**src/hdl/sasg_pkg.sv**
```systemverilog
`default_nettype none
package sasg_pkg;
    localparam int unsigned WIDE_W = 145;   // divisor shifted by 33 reaches 2^145
    localparam int unsigned CFG_IDX_W = 3;
    localparam int unsigned CFG_DATA_W = 48;
    localparam int unsigned IN_DATA_W = 64;
    localparam int unsigned OUT_DATA_W = 40;

    typedef logic [WIDE_W-1:0] t_wide;

    // request kinds
    localparam logic [1:0] REQ_POLL = 2'd0;
    localparam logic [1:0] REQ_REL  = 2'd1;
    localparam logic [1:0] REQ_ABS  = 2'd2;

    // configuration register indexes
    localparam logic [CFG_IDX_W-1:0] CFG_FASTEST = 3'd0;
    localparam logic [CFG_IDX_W-1:0] CFG_ACCEL   = 3'd1;
    localparam logic [CFG_IDX_W-1:0] CFG_DECEL   = 3'd2;
    localparam logic [CFG_IDX_W-1:0] CFG_SLOWEST = 3'd3;
    localparam logic [CFG_IDX_W-1:0] CFG_STOP    = 3'd4;

    // run direction codes
    localparam logic [1:0] RUN_STOP = 2'b00;
    localparam logic [1:0] RUN_POS  = 2'b01;
    localparam logic [1:0] RUN_NEG  = 2'b11;
endpackage
`default_nettype wire

```
**src/hdl/stepper_accel_step_generator_top.sv**
```systemverilog
`default_nettype none
// Stepper step generator with a trapezoidal speed ramp. Each input item is a
// timer poll (tuser 0) or a relative (1) or absolute (2) move; every item gives
// exactly one result item. Moves are taken only while the motor is stopped.
// Periods are unsigned Q20.12 microseconds, coefficients are scaled by 2^64.
// Timing: a move, a poll that issues no step, or an unused kind gives its
// result in the cycle after it is accepted. A poll that issues a step runs the
// period planner, which drives one shared 145-bit adder/subtractor through a
// shift-add multiplier and a restoring divider: it squares the period, scales
// the square by the brake coefficient, divides for the brake distance, cubes
// the period, scales the cube by the ramp coefficient and finishes; the
// division is skipped when the brake divisor is zero. The input is not ready
// while an item is being worked on or its result waits to be taken.
module stepper_accel_step_generator_top (
    input  wire logic        i_clk,
    input  wire logic        i_rst_n,
    input  wire logic        s_axis_tvalid,
    output logic             s_axis_tready,
    // time_now[31:0], move_amount[63:32]
    input  wire logic [sasg_pkg::IN_DATA_W-1:0] s_axis_tdata,
    input  wire logic [1:0]  s_axis_tuser,   // req_type[1:0]
    output logic             m_axis_tvalid,
    input  wire logic        m_axis_tready,
    // step_pulse[0], dir_level[1], moving[2], position[34:3], cmd_accepted[35], zero fill
    output logic [sasg_pkg::OUT_DATA_W-1:0] m_axis_tdata,
    input  wire logic        i_cfg_valid,
    output logic             o_cfg_ready,
    input  wire logic [sasg_pkg::CFG_IDX_W-1:0]  i_cfg_index,
    input  wire logic [sasg_pkg::CFG_DATA_W-1:0] i_cfg_data
);
    import sasg_pkg::*;

    localparam logic [2:0] S_IDLE = 3'd0;
    localparam logic [2:0] S_SQ   = 3'd1;
    localparam logic [2:0] S_DEN  = 3'd2;
    localparam logic [2:0] S_DIV  = 3'd3;
    localparam logic [2:0] S_CUBE = 3'd4;
    localparam logic [2:0] S_X    = 3'd5;
    localparam logic [2:0] S_FIN  = 3'd6;
    localparam logic [2:0] S_OUT  = 3'd7;

    // configuration
    logic [31:0] r_fastest, r_slowest, r_stop;
    logic [47:0] r_accel, r_decel;

    // motion state
    logic [1:0]  r_run;
    logic        r_dir;
    logic [31:0] r_pos, r_target, r_cur, r_next, r_last;

    // sequencer and datapath
    logic [2:0]  r_state;
    logic [5:0]  r_cnt;
    t_wide       r_acc, r_opa;
    logic [47:0] r_mb;
    logic [63:0] r_sq;
    logic [32:0] r_q;
    logic [31:0] r_brake, r_delta;
    logic        r_up, r_down;
    logic        r_pulse, r_cmd;

    // shared adder: add for multiply steps, subtract for divide steps
    logic        sub;
    t_wide       addend;
    logic [WIDE_W:0] sum;
    t_wide       n_acc;
    logic        last;

    assign sub    = (r_state == S_DIV);
    assign addend = sub ? ~r_opa : r_opa;
    assign sum    = {1'b0, r_acc} + {1'b0, addend} + {{WIDE_W{1'b0}}, sub};
    assign last   = (r_cnt == 6'd1);

    always_comb begin
        n_acc = r_acc;
        if (sub) begin
            if (sum[WIDE_W]) n_acc = sum[WIDE_W-1:0];   // carry out means no borrow
        end else if (r_mb[0]) begin
            n_acc = sum[WIDE_W-1:0];
        end
    end

    // ramp decision from position and brake distance
    logic [31:0] diff, mag;
    logic        ahead, toward, dec_down, dec_up;
    assign diff   = r_target - r_pos;
    assign ahead  = ~diff[31];
    assign mag    = ahead ? diff : (32'd0 - diff);
    assign toward = (r_run == RUN_POS && ahead) || (r_run == RUN_NEG && !ahead);
    always_comb begin
        dec_down = 1'b0;
        dec_up   = 1'b0;
        if (toward) begin
            if (mag < r_brake || r_next < r_fastest) dec_down = 1'b1;
            else dec_up = 1'b1;
        end else if (r_cur < r_slowest) begin
            dec_down = 1'b1;
        end
    end

    // next period from the ramp delta
    logic [31:0] np;
    logic [32:0] slow_sum;
    always_comb begin
        slow_sum = {1'b0, r_cur} + {1'b0, r_delta};
        np = r_next;
        if (r_up) begin
            if (r_delta >= r_cur || (r_cur - r_delta) < r_fastest) np = r_fastest;
            else np = r_cur - r_delta;
        end else if (r_down) begin
            np = slow_sum[32] ? 32'hFFFF_FFFF : slow_sum[31:0];
            if (np > r_slowest) np = r_slowest;
        end
    end

    logic [1:0]  req;
    logic [31:0] now, amt;
    logic        in_acc;
    logic [32:0] q_fin;
    assign req    = s_axis_tuser;
    assign now    = s_axis_tdata[31:0];
    assign amt    = s_axis_tdata[63:32];
    assign in_acc = s_axis_tvalid && s_axis_tready;
    assign q_fin  = {r_q[31:0], sum[WIDE_W]};

    assign s_axis_tready = (r_state == S_IDLE);
    assign m_axis_tvalid = (r_state == S_OUT);
    assign m_axis_tdata  = {4'd0, r_cmd, r_pos, (r_run != RUN_STOP), r_dir, r_pulse};
    assign o_cfg_ready   = 1'b1;

    always_ff @(posedge i_clk) begin
        if (!i_rst_n) begin
            r_fastest <= 32'd4096000;
            r_accel   <= 48'd18446744;
            r_decel   <= 48'd18446744;
            r_slowest <= 32'd129511015;
            r_stop    <= 32'd46253934;
            r_run     <= RUN_STOP;
            r_dir     <= 1'b0;
            r_pos     <= '0;
            r_target  <= '0;
            r_cur     <= '0;
            r_next    <= '0;
            r_last    <= '0;
            r_state   <= S_IDLE;
            r_cnt     <= '0;
            r_pulse   <= 1'b0;
            r_cmd     <= 1'b0;
        end else begin
            if (i_cfg_valid) begin
                unique case (i_cfg_index)
                    CFG_FASTEST: r_fastest <= i_cfg_data[31:0];
                    CFG_ACCEL:   r_accel   <= i_cfg_data;
                    CFG_DECEL:   r_decel   <= i_cfg_data;
                    CFG_SLOWEST: r_slowest <= i_cfg_data[31:0];
                    CFG_STOP:    r_stop    <= i_cfg_data[31:0];
                    default: ;
                endcase
            end
            unique case (r_state)
                S_IDLE: begin
                    if (in_acc) begin
                        r_pulse <= 1'b0;
                        r_cmd   <= 1'b0;
                        r_state <= S_OUT;
                        if (req == REQ_POLL) begin
                            if (r_run == RUN_STOP) begin
                                if (diff != 32'd0) begin
                                    r_run  <= ahead ? RUN_POS : RUN_NEG;
                                    r_dir  <= ahead;
                                    r_next <= r_slowest;
                                    r_last <= now;
                                end
                            end else if ((now - r_last) >= {12'd0, r_next[31:12]}) begin
                                r_pulse <= 1'b1;
                                r_pos   <= r_pos + ((r_run == RUN_POS) ? 32'd1 : 32'hFFFF_FFFF);
                                r_cur   <= r_next;
                                r_last  <= now;
                                r_acc   <= '0;
                                r_opa   <= {{(WIDE_W-32){1'b0}}, r_next};
                                r_mb    <= {16'd0, r_next};
                                r_cnt   <= 6'd32;
                                r_state <= S_SQ;
                            end
                        end else if (req == REQ_REL || req == REQ_ABS) begin
                            if (r_run == RUN_STOP) begin
                                r_target <= (req == REQ_REL) ? (r_pos + amt) : amt;
                                r_cmd    <= 1'b1;
                            end
                        end
                    end
                end
                S_SQ: begin
                    r_acc <= n_acc;
                    r_opa <= r_opa << 1;
                    r_mb  <= r_mb >> 1;
                    r_cnt <= r_cnt - 6'd1;
                    if (last) begin
                        r_sq    <= n_acc[63:0];
                        r_acc   <= '0;
                        r_opa   <= {{(WIDE_W-64){1'b0}}, n_acc[63:0]};
                        r_mb    <= r_decel;
                        r_cnt   <= 6'd48;
                        r_state <= S_DEN;
                    end
                end
                S_DEN: begin
                    r_acc <= n_acc;
                    r_opa <= r_opa << 1;
                    r_mb  <= r_mb >> 1;
                    r_cnt <= r_cnt - 6'd1;
                    if (last) begin
                        if (n_acc[111:0] == 112'd0) begin
                            // zero divisor: brake distance saturates
                            r_brake <= 32'hFFFF_FFFF;
                            r_acc   <= '0;
                            r_opa   <= {{(WIDE_W-64){1'b0}}, r_sq};
                            r_mb    <= {16'd0, r_cur};
                            r_cnt   <= 6'd32;
                            r_state <= S_CUBE;
                        end else begin
                            r_acc   <= {{(WIDE_W-112){1'b0}}, n_acc[111:0]}
                                       + {{(WIDE_W-89){1'b0}}, 1'b1, 88'd0};
                            r_opa   <= {n_acc[111:0], 33'd0};
                            r_q     <= '0;
                            r_cnt   <= 6'd33;
                            r_state <= S_DIV;
                        end
                    end
                end
                S_DIV: begin
                    r_acc <= n_acc;
                    r_opa <= r_opa >> 1;
                    r_q   <= q_fin;
                    r_cnt <= r_cnt - 6'd1;
                    if (last) begin
                        r_brake <= q_fin[32] ? 32'hFFFF_FFFF : q_fin[31:0];
                        r_acc   <= '0;
                        r_opa   <= {{(WIDE_W-64){1'b0}}, r_sq};
                        r_mb    <= {16'd0, r_cur};
                        r_cnt   <= 6'd32;
                        r_state <= S_CUBE;
                    end
                end
                S_CUBE: begin
                    r_acc <= n_acc;
                    r_opa <= r_opa << 1;
                    r_mb  <= r_mb >> 1;
                    r_cnt <= r_cnt - 6'd1;
                    if (last) begin
                        r_up    <= dec_up;
                        r_down  <= dec_down;
                        r_acc   <= '0;
                        r_opa   <= {{(WIDE_W-96){1'b0}}, n_acc[95:0]};
                        r_mb    <= dec_up ? r_accel : r_decel;
                        r_cnt   <= 6'd48;
                        r_state <= S_X;
                    end
                end
                S_X: begin
                    r_acc <= n_acc;
                    r_opa <= r_opa << 1;
                    r_mb  <= r_mb >> 1;
                    r_cnt <= r_cnt - 6'd1;
                    if (last) begin
                        r_delta <= (n_acc[143:120] != 24'd0) ? 32'hFFFF_FFFF
                                                              : n_acc[119:88];
                        r_state <= S_FIN;
                    end
                end
                S_FIN: begin
                    r_state <= S_OUT;
                    if (r_pos == r_target && np >= r_stop) begin
                        r_cur  <= '0;
                        r_next <= '0;
                        r_run  <= RUN_STOP;
                    end else begin
                        r_next <= np;
                        // moving away at slowest speed: turn around
                        if (!toward && !r_down) begin
                            r_run <= ahead ? RUN_POS : RUN_NEG;
                            r_dir <= ahead;
                        end
                    end
                    if (r_pos == r_target && np >= r_stop && !toward && !r_down) begin
                        r_dir <= ahead;
                    end
                end
                S_OUT: begin
                    if (m_axis_tready) r_state <= S_IDLE;
                end
                default: r_state <= S_IDLE;
            endcase
        end
    end

    a_no_overlap: assert property (@(posedge i_clk) disable iff (!i_rst_n)
        !(s_axis_tready && m_axis_tvalid))
        else $error("input ready while a result is pending");
    a_pulse_not_cmd: assert property (@(posedge i_clk) disable iff (!i_rst_n)
        m_axis_tvalid |-> !(r_pulse && r_cmd))
        else $error("step and command flags both set");
    a_stopped_period: assert property (@(posedge i_clk) disable iff (!i_rst_n)
        (r_run == RUN_STOP) |-> (r_cur == 32'd0))
        else $error("period left nonzero while stopped");
    a_run_code: assert property (@(posedge i_clk) disable iff (!i_rst_n)
        r_run != 2'b10)
        else $error("bad run direction");
endmodule
`default_nettype wire

```
**config.mk**
```make
export PLATFORM = sky130hd
export DESIGN_NAME = stepper_accel_step_generator_top
export DESIGN_NICKNAME = d
export VERILOG_FILES = /design/src/hdl/sasg_pkg.sv /design/src/hdl/stepper_accel_step_generator_top.sv
export SDC_FILE = /design/constraint.sdc
export NUM_CORES = 2
export LEC_CHECK = 0
export CAP_MARGIN = 20
export CORE_UTILIZATION = 65
export CTS_CLUSTER_SIZE = 10
export DETAILED_ROUTE_END_ITERATION = 10
export DONT_BUFFER_PORTS = 1
export PLACE_DENSITY = 0.91
export SLEW_MARGIN = 30
export SYNTH_ARGS = -nofsm -noshare
export SYNTH_HDL_FRONTEND = slang
export SYNTH_SLANG_ARGS = --single-unit
export TNS_END_PERCENT = 50
```
**constraint.sdc**
```tcl
create_clock -name i_clk -period 20.6 [get_ports i_clk]
set_input_delay 2.06 -clock i_clk [delete_from_list [all_inputs] [get_ports i_clk]]
set_output_delay 2.06 -clock i_clk [all_outputs]
set_load 0.02 [all_outputs]
```
Word-level counts from Yosys, hierarchy flattened:

Cells that the tools add are included.

* memories kept: 0
* output and inout port bits: 43
* memory bits (read-only): 0
* memory bits (writable): 0
* latch bits: 0
* input bits: 122
* bits in registers: 866

* shift operators: 0
* reduce and logical (&&, ||, !) cells: 52
* $mul: 0
* eq/ne operators: 36
* multiplexer cells: 112
* div/mod/pow operators: 0
* $add $sub $neg: 11
* order comparisons: 8
* bitwise gates (word level): 4

Operators by type and width (number)
* 145-bit two-way mux: 18
* 145-bit one-hot mux with 6 select lines: 1
* 32-bit two-way mux: 27
* 145-bit one-hot mux with 4 select lines: 1
* 48-bit two-way mux: 8
* 48-bit one-hot mux with 6 select lines: 1
* 32-bit one-hot mux with 2 select lines: 4
* 145-bit by 145-bit adder with 146-bit output: 1
* 146-bit by 1-bit adder with 146-bit output: 1
* 145-bit NOT: 1
* 144-bit two-way mux: 1
* 32-bit < comparator: 4
* 112-bit by 89-bit adder with 113-bit output, second input constant: 1
* 113-bit two-way mux: 1
* 112-bit zero test: 1
* 32-bit subtractor: 3
* 47-bit two-way mux: 2
* 32-bit adder: 2
* 32-bit >= comparator: 2
* 6-bit two-way mux: 7
* 32-bit by 32-bit adder with 33-bit output: 1
* 3-bit two-way mux: 11
* 32-bit == test: 1
* 32-bit by 20-bit >= comparator with 1-bit output: 1
* other kinds (38): 122

Depth between registers and ports, before layout:

* depth after elaboration: 12
* mapped depth: 51

Worst setup path before layout:

Ideal clock, no wire load.

* path kind: in2reg
* from: input port s_axis_tdata[0] in the netlist's numbering
* to: register r_acc[0] (enable)
* data arrival time: 11.657 ns
* setup slack: 8.292 ns
* data required time: 19.948 ns
* buffers on the path: 2
* cell stages on the path: 25
* cells stage by stage: inv_1 ha_1 inv_1 fa_1 a21oi_1 o211ai_1 nand4_1 a311oi_1 a221o_1 a21o_1 a21oi_1 xnor2_1 ha_1 nand4_1 nor3b_1 nand3_1 nand4_1 nor4b_1 nand4_1 and3_1 clkbuf_1 nand2_1 a22o_1 clkbuf_1 nor2_1

* longest elaborated chain between the ends: 4

Ends and longest elaborated chain
* start, declared: line stepper_accel_step_generator_top.sv:20 `input wire logic [sasg_pkg::IN_DATA_W-1:0] s_axis_tdata,`
* 32-bit subtractor: line stepper_accel_step_generator_top.sv:174 `end else if ((now - r_last) >= {12'd0, r_next[31:12]}) begin`
* 32-bit by 20-bit >= comparator with 1-bit output: line stepper_accel_step_generator_top.sv:174
* 2-bit by 1-bit inequality test with 1-bit output (no source line)
* 6-bit AND reduction (no source line)
* end signal, assigned: line stepper_accel_step_generator_top.sv:194 `r_acc <= n_acc;`
* end signal, assigned: line stepper_accel_step_generator_top.sv:208 `r_acc <= n_acc;`
* end signal, assigned: line stepper_accel_step_generator_top.sv:222 `r_acc <= {{(WIDE_W-112){1'b0}}, n_acc[111:0]}`
* end, declared: line stepper_accel_step_generator_top.sv:54 `t_wide r_acc, r_opa;`

Every way passes these cells.
A chain may end at the register's enable or synchronous reset.

Worst setup path in the final report:

* from: register r_state[2]
* to: register r_brake[23] (enable)

* longest elaborated chain between the ends: 9
* elaborated cells on any way between the ends: 14
* classes of those cells: add/sub: 2; eq/ne: 5; mux: 4; reduce/logical: 3

Ends and longest elaborated chain
* start, declared: line stepper_accel_step_generator_top.sv:52 `logic [2:0] r_state;`
* start signal, assigned: line stepper_accel_step_generator_top.sv:145 `r_state <= S_IDLE;`
* start signal, assigned: line stepper_accel_step_generator_top.sv:165 `r_state <= S_OUT;`
* start signal, assigned: line stepper_accel_step_generator_top.sv:183 `r_state <= S_SQ;`
* 3-bit by 2-bit == test with 1-bit output: line stepper_accel_step_generator_top.sv:69, stepper_accel_step_generator_top.sv:160
* 145-bit two-way mux: line stepper_accel_step_generator_top.sv:70 `assign addend = sub ? ~r_opa : r_opa;`
* 145-bit by 145-bit adder with 146-bit output: line stepper_accel_step_generator_top.sv:71 `assign sum = {1'b0, r_acc} + {1'b0, addend} + {{WIDE_W{1'b0}}, sub};`
* 146-bit by 1-bit adder with 146-bit output: line stepper_accel_step_generator_top.sv:71
* 145-bit two-way mux, on equally long branches: line stepper_accel_step_generator_top.sv:78, stepper_accel_step_generator_top.sv:77
* 145-bit two-way mux: line stepper_accel_step_generator_top.sv:76 `if (sub) begin`
* 112-bit zero test: line stepper_accel_step_generator_top.sv:213 `if (n_acc[111:0] == 112'd0) begin`
* 2-bit inequality test (no source line)
* 5-bit AND reduction (no source line) *
* end signal, assigned: line stepper_accel_step_generator_top.sv:237 `r_brake <= q_fin[32] ? 32'hFFFF_FFFF : q_fin[31:0];`
* end, declared: line stepper_accel_step_generator_top.sv:58 `logic [31:0] r_brake, r_delta;`

Every way passes the cells marked *; elsewhere a longest branch is shown, timed or not.

==> flow_metrics.tcl <==
set metrics [dict create \
    drt-initial-drc-count 9522 \
    dr_total_vias 65280 \
    synth_ff_type "edfxtp_1" \
    grt_max_degree 166 \
    dp_hpwl_um 173200 \
    grt_overflow 0 \
    tightestPinTransition_ns 1.144 \
    cts_resized 0 \
    rsz0062_at_grt "false" \
    worstSetupEndpointType "flip-flop" \
    grt_first_pass_wirelength_um 360100 \
    fin_crit_sh 0.5611 \
    crit_path_start_kind "flip-flop" \
    clk_path_buf_depth 3 \
    fmax_mhz 86.51 \
    path_max_fanout 113 \
    clock-sinks 866 \
    seq_area_um2 22340 \
    avgRoutedWirePerCell_um 26.11 \
    routed_wl_um 240600 \
    tns_ns 0 \
    first_pass_iters 8 \
    die_x_um 323.2 \
    post_route_cells_drive_above_1_share 0.04373 \
    dpl_cell_area_um2 67760 \
    grt_pass1_vias 61453 \
    status "completed" \
    die_y_um 323.2 \
    cp_num_buf_inv 6 \
    netlist_area_um2 67080 \
    place_congestion 1.015 \
    antenna_found_initial 8 \
    nFillCells 7928 \
    fin_worst_skew_ns 0.05869 \
    rows 117 \
    async_flop_share 0 \
    syn-mean-instance-area_um2 8.304 \
    crit_top_cell "buf_4" \
    die-area_um2 104500 \
    grt_util_all_layers 0.4451 \
    pin_count 165 \
    cts_buffers 100 \
    synth_cells 8078 \
    crit_path_top_delay_cell "buf_4" \
    synth.distinct_cells 102 \
    final-setup-viol-count 0 \
    required_ns 20.99 \
    drc 0 \
    yosysWarnings 0 \
    synth_edf_count 500 \
    hold_viol_final 0 \
    synth_most_common_cell "nand2_1" \
    cap_violations 0 \
    ant_nets 0 \
    multi_input_area_um2 41480 \
    cts_hold_buf 0 \
    relSlewSlack 0.2336 \
    critical_path_class "flip-flop to flip-flop" \
    initial_core_util 0.6574 \
    area_growth_pct 5.672 \
    yosys-top-cells-count "1,057 x nand2_1, 865 x a21oi_1, 546 x ha_1" \
    synth_top_area_share 0.2238 \
    ys_ff_latch 866 \
    yosysSeqAreaShare 0.3331 \
    period_needed_ns 11.56 \
    cts_root_buffer "clkbuf_16" \
    synth_area_leaders "edfxtp_1 22%, dfxtp_1 11%, ha_1 10%" \
    cp_top_family "compound AO/OA/AOI/OAI gates" \
    io_buffers 0 \
    stdcell_area_um2 70880 \
    post-cts-setup-buffer-count 0 \
    cts_tree "yes" \
    vias_per_cell 7.084 \
    critPathMaxStageDelay_ns 0.80 \
    clkTransAtPathRegs_ns 0.06 \
    htree_levels 3 \
    post-synth-top-area-cell "edfxtp_1" \
    finalNetCount 8442 \
    crit_arrival_ns 11.95 \
    core_area_um2 102000 \
    clock_latency_ns 0.73 \
    worst_hold_path_type "flip-flop to flip-flop" \
    final_max_slew_viol_count 0 \
]
## cell type report
cell class | count | area share
sequential | 866 | 0.3152
clock buffer | 164 | 0.03954
inverter | 422 | 0.02245
antenna | 4 | 0.0001412
timing repair buffer | 87 | 0.01018
multi-input combinational | 6290 | 0.5852
tap | 1368 | 0.02415
clock inverter | 14 | 0.003177
## registers in the layout, indices dropped and copies added, names as in the netlist, 3 cells and up
register / cells
r_stop: 32
r_target: 32
r_opa: 145
r_mb: 48
r_cur: 32
r_next: 32
r_decel: 48
r_slowest: 32
r_brake: 32
r_cnt: 6
r_q: 32
r_state: 3
r_accel: 48
r_delta: 32
r_sq: 64
r_acc: 145
r_last: 32
r_pos: 32
r_fastest: 32
## logic make-up (layout without fill, tap and decap cells)
logic type	count (synthesis)	in the layout	synth area share
AOI/OAI and AO/OA	2537	2537	0.2433
DFF	866	866	0.3331
and+or+nand+nor	2536	2536	0.1760
adders and majority gates	553	553	0.1039
buffers and inverters	925	687	0.05333
muxes	198	198	0.03005
other	2	9	0.0001120
xor gates and xnor gates	461	461	0.06019
## worst min-delay path, delay by kind of cell (launching register included)
kind,cells,cell delay [ns]
simple gates,1,0.05
compound gates,1,0.05
flops,1,0.31
## layer usage
metal	track usage	share of wire	up-vias
met2	0.6772	0.43	4822
met5	0	0.00033	-
met1	0.5424	0.35	30476
met3	0.1244	0.14	1119
met4	0.3167	0.081	10
li1	-	-	28853
## final timing paths
path | startpoint | endpoint | slack (ns) | cells after the start
worst max-delay path | r_state[2]$_SDFFE_PN0P_ | r_brake[23]$_SDFFCE_PP1P_ | 9.04 | 25
worst min-delay path | r_accel[32]$_SDFFE_PN0P_ | r_accel[32]$_SDFFE_PN0P_ | 0.46 | 2
worst max register to register | r_state[2]$_SDFFE_PN0P_ | r_brake[23]$_SDFFCE_PP1P_ | 9.04 | 25
worst min register to register | r_accel[32]$_SDFFE_PN0P_ | r_accel[32]$_SDFFE_PN0P_ | 0.46 | 2
## cell usage in the layout, fill, tap and decap left out, types with 121 or more instances in the layout
| master | count |
|---|---|
| mux2i_1 | 167 |
| nand2_1 | 1056 |
| a21o_1 | 246 |
| edfxtp_1 | 500 |
| nor2_1 | 475 |
| nand3_1 | 227 |
| inv_1 | 420 |
| nand4_1 | 121 |
| xnor2_1 | 370 |
| a21oi_1 | 860 |
| ha_1 | 546 |
| dfxtp_1 | 365 |
| o21ai_0 | 461 |
## per-stage QoR
stage / utilization / setup WS [ns] / hold WS [ns] / cells
final: 0.6947 / 9.041 / 0.4585 / 9215
after global placement: 0.6634 / 9.348 / 0.4372 / 9030
after floorplan: - / 8.292 / 0.4319 / 8081
after global routing: 0.6946 / 8.675 / 0.4682 / 9211
after detailed placement: 0.6641 / 9.447 / 0.4428 / 9032
after CTS: 0.6938 / 9.349 / 0.4509 / 9210
Power is not shown: default switching activity piles up to over one toggle a cycle in this logic, so the estimate is an artifact.
